`src/rtl/core/median_tds_conductivity_meter_core_defines.svh`:
```
// ----------------------------------------------------------------------------
// Assertion macros for the conductivity meter core
// Shared concurrent-check forms, clocked on clk and held off during rst.
// ----------------------------------------------------------------------------
`ifndef MEDIAN_TDS_CONDUCTIVITY_METER_CORE_DEFINES_SVH
`define MEDIAN_TDS_CONDUCTIVITY_METER_CORE_DEFINES_SVH

// Same-cycle implication check
`define MTDS_ASSERT_NOW(lbl, ante, cons, msg) \
  lbl: assert property (@(posedge clk) disable iff (rst) (ante) |-> (cons)) else $error(msg);

// Next-cycle implication check
`define MTDS_ASSERT_NEXT(lbl, ante, cons, msg) \
  lbl: assert property (@(posedge clk) disable iff (rst) (ante) |=> (cons)) else $error(msg);

`endif

```
`src/rtl/core/mtds_pkg.sv`:
```
// ----------------------------------------------------------------------------
// mtds_pkg
// Shared types and constants for the median-filtered TDS/EC meter core.
// ----------------------------------------------------------------------------
package mtds_pkg;

  localparam int MTDS_WINDOW_SIZE = 32;

  // Shared divider geometry
  localparam int DIV_NW = 38;
  localparam int DIV_DW = 19;

  // Voltage scaling: floor(code*mV*8192 / 511875) as a multiply by
  // ceil(2^58 / 511875) and a right shift by 45, exact for 25-bit products
  localparam logic [39:0] VOLT_RCP    = 40'(((64'd1 << 58) / 64'd511875) + 64'd1);
  localparam logic [19:0] VOLT_RCP_HI = VOLT_RCP[39:20];
  localparam logic [19:0] VOLT_RCP_LO = VOLT_RCP[19:0];

  // Fixed-point constants
  localparam logic [18:0] VOLT_MAX     = 19'd524287;
  localparam logic [22:0] EC_MAX       = 23'd8388607;
  localparam logic [13:0] COEF_CUBE    = 14'd13342;
  localparam logic [14:0] COEF_SQUARE  = 15'd25586;
  localparam logic [16:0] COEF_LINEAR  = 17'd85739;

  // Register reset values
  localparam logic [12:0] REF_MV_RESET = 13'd3300;
  localparam logic [9:0]  TEMP_RESET   = 10'd400;
  localparam logic [10:0] TEMP_OFFSET  = 11'd400;

  // Register indexes
  localparam logic REG_REF_MV = 1'b0;
  localparam logic REG_TEMP   = 1'b1;

  typedef struct packed {
    logic              start;
    logic [DIV_NW-1:0] numer;
    logic [DIV_DW-1:0] denom;
  } div_req_t;

  typedef struct packed {
    logic              done;
    logic [DIV_NW-1:0] quot;
  } div_rsp_t;

endpackage

```
`src/rtl/core/mtds_div.sv`:
```
// ----------------------------------------------------------------------------
// mtds_div
// Restoring unsigned divider, one quotient bit per cycle.
// ----------------------------------------------------------------------------
module mtds_div
  import mtds_pkg::*;
(
  input  logic     clk,
  input  logic     rst,
  input  div_req_t req,
  output div_rsp_t rsp
);

  localparam int CNT_W = $clog2(DIV_NW + 1);

  logic              busy;
  logic [CNT_W-1:0]  cnt;
  logic [DIV_DW-1:0] rem;
  logic [DIV_DW-1:0] den;
  logic [DIV_NW-1:0] quot;
  logic              done;
  logic [DIV_DW:0]   shifted;
  logic              fits;

  // Shift in the next numerator bit and try the subtract
  assign shifted = {rem, quot[DIV_NW-1]};
  assign fits    = shifted >= {1'b0, den};

  // Control
  always_ff @(posedge clk) begin
    if (rst) begin
      busy <= 1'b0;
      done <= 1'b0;
      cnt  <= '0;
    end else begin
      done <= 1'b0;
      if (req.start) begin
        busy <= 1'b1;
        cnt  <= CNT_W'(DIV_NW);
      end else if (busy) begin
        cnt <= cnt - 1'b1;
        if (cnt == CNT_W'(1)) begin
          busy <= 1'b0;
          done <= 1'b1;
        end
      end
    end
  end

  // Datapath
  always_ff @(posedge clk) begin
    if (req.start) begin
      rem  <= '0;
      den  <= req.denom;
      quot <= req.numer;
    end else if (busy) begin
      if (fits) begin
        rem <= DIV_DW'(shifted - {1'b0, den});
      end else begin
        rem <= shifted[DIV_DW-1:0];
      end
      quot <= {quot[DIV_NW-2:0], fits};
    end
  end

  assign rsp.done = done;
  assign rsp.quot = quot;

endmodule

```
`config.mk`:
```
export PLATFORM = sky130hd
export DESIGN_NAME = mtds_div
export DESIGN_NICKNAME = d
export VERILOG_FILES = /design/src/rtl/core/median_tds_conductivity_meter_core_defines.svh /design/src/rtl/core/mtds_pkg.sv /design/src/rtl/core/mtds_div.sv
export SDC_FILE = /design/constraint.sdc
export NUM_CORES = 1
export LEC_CHECK = 0
export BUFFER_PORTS_ARGS = -buffer_cell sky130_fd_sc_hd__buf_2
export CAP_MARGIN = 0
export CORE_MARGIN = 5
export CORE_UTILIZATION = 59
export CTS_CLUSTER_SIZE = 14
export DETAILED_ROUTE_END_ITERATION = 8
export PLACE_DENSITY = 0.86
export SLEW_MARGIN = 40
export SYNTH_ARGS = -nofsm -noshare
export SYNTH_HDL_FRONTEND = slang
export SYNTH_SLANG_ARGS = --single-unit
```
`constraint.sdc`:
```
create_clock -name clk -period 6.3 [get_ports clk]
set_input_delay 1.26 -clock clk [delete_from_list [all_inputs] [get_ports clk]]
set_output_delay 1.26 -clock clk [all_outputs]
set_load 0.05 [all_outputs]
```
### Yosys cells after proc, flatten, opt, wreduce, memory -nomap -nowiden

Index checks and enable logic that the tools add are counted.
Widths: inputs -> output; s select.

| storage, ports and cells | value |
|---|---|
| flip-flop bits (word level) | 84 |
| latch bits | 0 |
| bits in writable memories | 0 |
| bits in read-only memories | 0 |
| bits of input ports | 60 |
| output and inout bits | 39 |
| word-level logic and storage cells | 24 |
| memories | 0 |

| cells by class | value |
|---|---|
| add/subtract/negate cells | 2 |
| multiply operators | 0 |
| div/mod/pow operators | 0 |
| magnitude comparators | 1 |
| equality and inequality tests | 1 |
| shift-type cells | 0 |
| muxes and demuxes | 9 |
| bitwise gates (word level) | 1 |
| reduce and logical (&&, ||, !) cells | 3 |

Operators by type and width:

| operator | count |
|---|---|
| $mux 38 | 2 |
| $ge 20x19->1 | 1 |
| $mux 19 | 1 |
| $sub 19x19->19 | 1 |
| $mux 6 | 2 |
| $eq 6x1->1 const B | 1 |
| $sub 6x1->6 const B | 1 |
| $mux 1 | 4 |
| $reduce_or 3->1 | 1 |
| $reduce_bool 2->1 | 1 |
| $reduce_or 2->1 | 1 |
| $not 1->1 | 1 |

### Depth between registers and ports, before layout

| logic depth | value |
|---|---|
| depth in word-level cells | 4 |
| depth in mapped cells | 12 |
| mapped depth without buffers | 10 |

### Worst setup path before layout

Ideal clock, no wire load.

| timing | value |
|---|---|
| kind | input to register |
| start point | input port req[57] (netlist bit) |
| end point | register quot[0], enable pin |
| library setup time | 392 ps |
| arrival | 2,731 ps |
| slack | 3,177 ps |
| stages | 4 |
| cell sequence | clkbuf_1 > clkbuf_1 > nor2_1 > inv_1 |

| on the way | value |
|---|---|
| word-level cells in the longest chain between the ends | 1 |

Ends and longest elaborated chain:

| item | RTL line | source |
|---|---|---|
| start: declaration | mtds_div.sv:10 | `input div_req_t req,` |
| $reduce_bool 2->1 (no line) | - |  |
| end signal: assignment | mtds_div.sv:55 | `quot <= req.numer;` |
| end signal: assignment | mtds_div.sv:62 | `quot <= {quot[DIV_NW-2:0], fits};` |
| end: declaration | mtds_div.sv:20 | `logic [DIV_NW-1:0] quot;` |

Every way passes these cells.
A chain may end at the register's enable or synchronous reset.

### Worst setup path after layout

| timing | value |
|---|---|
| start point | register quot[37] |
| end point | register rem[13] |

| on the way | value |
|---|---|
| word-level cells in the longest chain between the ends | 2 |

Ends and longest elaborated chain:

| item | RTL line | source |
|---|---|---|
| $sub 19x19->19 or $ge 20x19->1 (tied branches) | mtds_div.sv:58, mtds_div.sv:27 |  |
| $mux 19 (*) | mtds_div.sv:57 | `if (fits) begin` |
| end signal: assignment | mtds_div.sv:58 | `rem <= DIV_DW'(shifted - {1'b0, den});` |
| end signal: assignment | mtds_div.sv:60 | `rem <= shifted[DIV_DW-1:0];` |
| end: declaration | mtds_div.sv:18 | `logic [DIV_DW-1:0] rem;` |

Every way passes the cells marked *; elsewhere a longest branch is shown, timed or not.

==> results by group <==
Worst setup path
  – Arrival @ worst endpoint: 3.21 ns
  – CP max stage delay: between 0.4 and 0.5 ns
  – CP Buf/Inv Count: 2
  – Critical-path cell list: inv_1 -> ha_1 -> fa_1 -> nand2b_1 -> a21oi_1 -> o211ai_2 -> a31oi_4 -> buf_8 -> mux2_2 -> a22o_1
  – CP Launch Type: flip-flop
  – Critical Path Fanout Max: 22
  – Critical Path Sink Type: flip-flop
  – FF-to-FF setup slack: 3.33 ns
  – Worst Setup Path Type: flip-flop to flip-flop
  – CP required: 6.54 ns
  – Crit-path leading delay family: compound AO/OA/AOI/OAI gates
  – Slowest CP cell: a31oi_4

Route
  – Routed WL: 9310 um
  – Via density: 5.60
  – First-pass DRT Iterations: 6
  – DRC Markers: 0
  – Final ANT Viol Nets: 0
  – Vias: 3330
  – Post-DR wirelength/cell: 15.6 um
  – Iter 0 DRT Violations: 163

GRT
  – GRT Util Overall: 0.201
  – Initial antenna violation count: 0
  – First-pass GRT wire length: 15700 um
  – Vias in the first global route: about 3.4k
  – Total grt overflow: 0
  – Largest net degree at the start of global routing: 55

Placed design
  – Number of placed instances, taps included: a little under 600
  – Final GP Congestion: 0.859
  – Cell Area, Placed: slightly below 5000 sq um
  – Detailed Place HPWL: 6700 um
  – Number of port buffers: 98

STA
  – Setup TNS: 0 ns
  – Fin. Hold Viols: 0
  – Final period util: 0.471
  – Worst-margin pin slew: ~0.61 ns
  – Post-Route Skew: 0.0124 ns
  – Rel. slew slack: 0.593
  – Min Hold Slack: 0.468 ns
  – # setup viols final: 0
  – Fin crit period: 2.97 ns
  – Fmax: 337 MHz
  – RSZ-0062 raised after global routing: no
  – Final Max Slew Viols: 0

Synthesis
  – Post-synth EDFFs: 57
  – Post-Syn Nets: 480
  – Synth async-reset ratio: 0
  – Yosys cell types: 52
  – Mean post-synth cell area: ~11 sq um
  – Syn Inst Count: 398
  – Synthesized cell area: about 4400 sq um
  – Seq/Total Area, Yosys: 0.509
  – Yosys reg bits: 84
  – Synth Flop Type: edfxtp_1
  – Ys Warns: 0

Die
  – # rows: 31
  – Initial Util: 0.607
  – Die Ht: 96.6 um
  – Total die area: 9340 sq um
  – Die X: roughly 97 um
  – Num ports: between 90 and 100
  – Std-Cell Core Area: 7290 sq um

Clock network
  – Clk slew on worst S/H paths: 0.09 ns
  – Post-cts hold buffer count: 0
  – Root buf cell: clkbuf_8
  – Worst-Skew Late Latency: 0.35 ns
  – Clock Tree Buf Depth: 2
  – TritonCTS clock tree: yes
  – CTS resizes: 0
  – Setup Fix Bufs, Post-CTS: 0
  – # clock sinks: 84
  – CTS H-tree depth: 3
  – Total CTS buffers: 9

Flow run
  – Max Cap Viol: 0

Min path
  – HP Class: flip-flop to flip-flop

Power
  – Leak Pwr: 2.18 nW
  – Power Density: 263 nW/um^2
  – Max IR drop VDD: 0.000256 V

Cells and area
  – Design area: just over 5000 sq um
  – Layout area overhead: 16.3%
  – Share of cells above drive strength 1: 0.331
  – Non-Filler Instances: around 600
  – N_diodes: 0
  – NumNets Final: 573

Status
  – Status: complete, no violations
-- worst min-delay path: cells and delay by family, from the launching register on --
family | cells | cell delay (ns)
DFF | 1 | 0.33
and+or+nand+nor | 2 | 0.10
-- area by class of cell --
cell class	instances	area (sq um)
Timing Repair Buffer	102	528
Fill cell	574	2140
Multi-Input combinational cell	266	1970
Tap cell	99	124
Clock buffer	10	128
Clock inverter	6	38.8
Inverter	28	105
Sequential cell	84	2250
-- metal layers --
metal | global-route usage | wire length [um] | vias up
li1 | - | - | 1629
met1 | 0.250 | 3960 | 1588
met2 | 0.334 | 4570 | 104
met3 | 0.0705 | 665 | 9
met4 | 0.0518 | 107 | 0
met5 | 0 | 0 | -
-- path summary, 6_finish.rpt --
| path | depth (start not counted) | end | startpoint |
|---|---|---|---|
| setup / recovery | 10 | rem[13]$_SDFFE_PP0P_ | quot[37]$_DFFE_PP_ |
| hold / removal | 2 | rem[16]$_SDFFE_PP0P_ | rem[16]$_SDFFE_PP0P_ |
| setup reg to reg | 10 | rem[13]$_SDFFE_PP0P_ | quot[37]$_DFFE_PP_ |
| hold reg to reg | 2 | rem[16]$_SDFFE_PP0P_ | rem[16]$_SDFFE_PP0P_ |
-- where the power goes --
part,leakage [nW],switching (mW),internal (mW)
Sequential,0.790,0.0270,0.645
Combinational,1.31,0.227,0.121
Clock,0.0841,0.193,0.143
Total,2.18,0.447,0.909
-- placed cells by master (no fill, tap or decap), types with 9 or more instances in the layout --
cell | netlist | layout
a211oi_1 | 9 | 9
a21oi_1 | 24 | 24
buf_2 | 3 | 98
clkbuf_8 | 0 | 9
dfxtp_1 | 27 | 27
edfxtp_1 | 57 | 57
ha_1 | 21 | 21
inv_1 | 28 | 28
mux2_2 | 39 | 39
nand2_1 | 24 | 24
nor2_1 | 34 | 34
nor3_1 | 9 | 9
o21ai_0 | 16 | 16
xnor2_1 | 9 | 9
xor2_1 | 10 | 10
-- cells by family after synthesis --
| logic type | Yosys count | share of synthesized area |
|---|---|---|
| compound gates | 81 | 0.123 |
| xor+xnor | 19 | 0.0376 |
| fa+ha+maj | 22 | 0.0639 |
| buf+inv | 48 | 0.0452 |
| flops | 84 | 0.509 |
| mux | 45 | 0.113 |
| simple gates | 99 | 0.109 |
-- per-stage QoR --
step / util / setup slack [ns] / power [mW]
after global placement: 0.681 / 3.25 / 1.02
after global routing: 0.706 / 3.10 / 1.43
final: 0.706 / 3.33 / 1.36
after detailed placement: 0.681 / 3.20 / 1.03
after CTS: 0.704 / 3.17 / 1.36
after floorplan: - / 3.18 / 0.945
-- Yosys cell counts, drive strengths merged, types with 2 or more instances --
library cell,count,area (sq um)
nor2b,4,25.0
nor3b,3,22.5
o221ai,2,17.5
a22o,3,26.3
xnor2,9,78.8
dfxtp,27,541
o211ai,5,42.5
a21boi,2,18.8
a21oi,24,120
or2,2,12.5
ha,21,263
nand3,4,20.0
nand2b,3,18.8
o21ai,18,90.1
o21a,2,15.0
buf,7,45.0
a211oi,9,67.6
xor2,10,87.6
clkbuf,13,50.0
nor3,9,45.0
nand4,5,37.5
a21o,3,22.5
or3,5,31.3
nor4b,2,17.5
inv,28,105
a31oi,7,65.1
mux2i,6,60.1
edfxtp,57,1710
nor2,35,139
mux2,39,439
nand2,24,90.1
-- state kept, by name, summed over array words and instances (netlist names) --
register  cells
cnt           6
busy          1
den          19
quot         38
rem          19
done          1
Note: power is estimated with default switching activity, not from simulation.
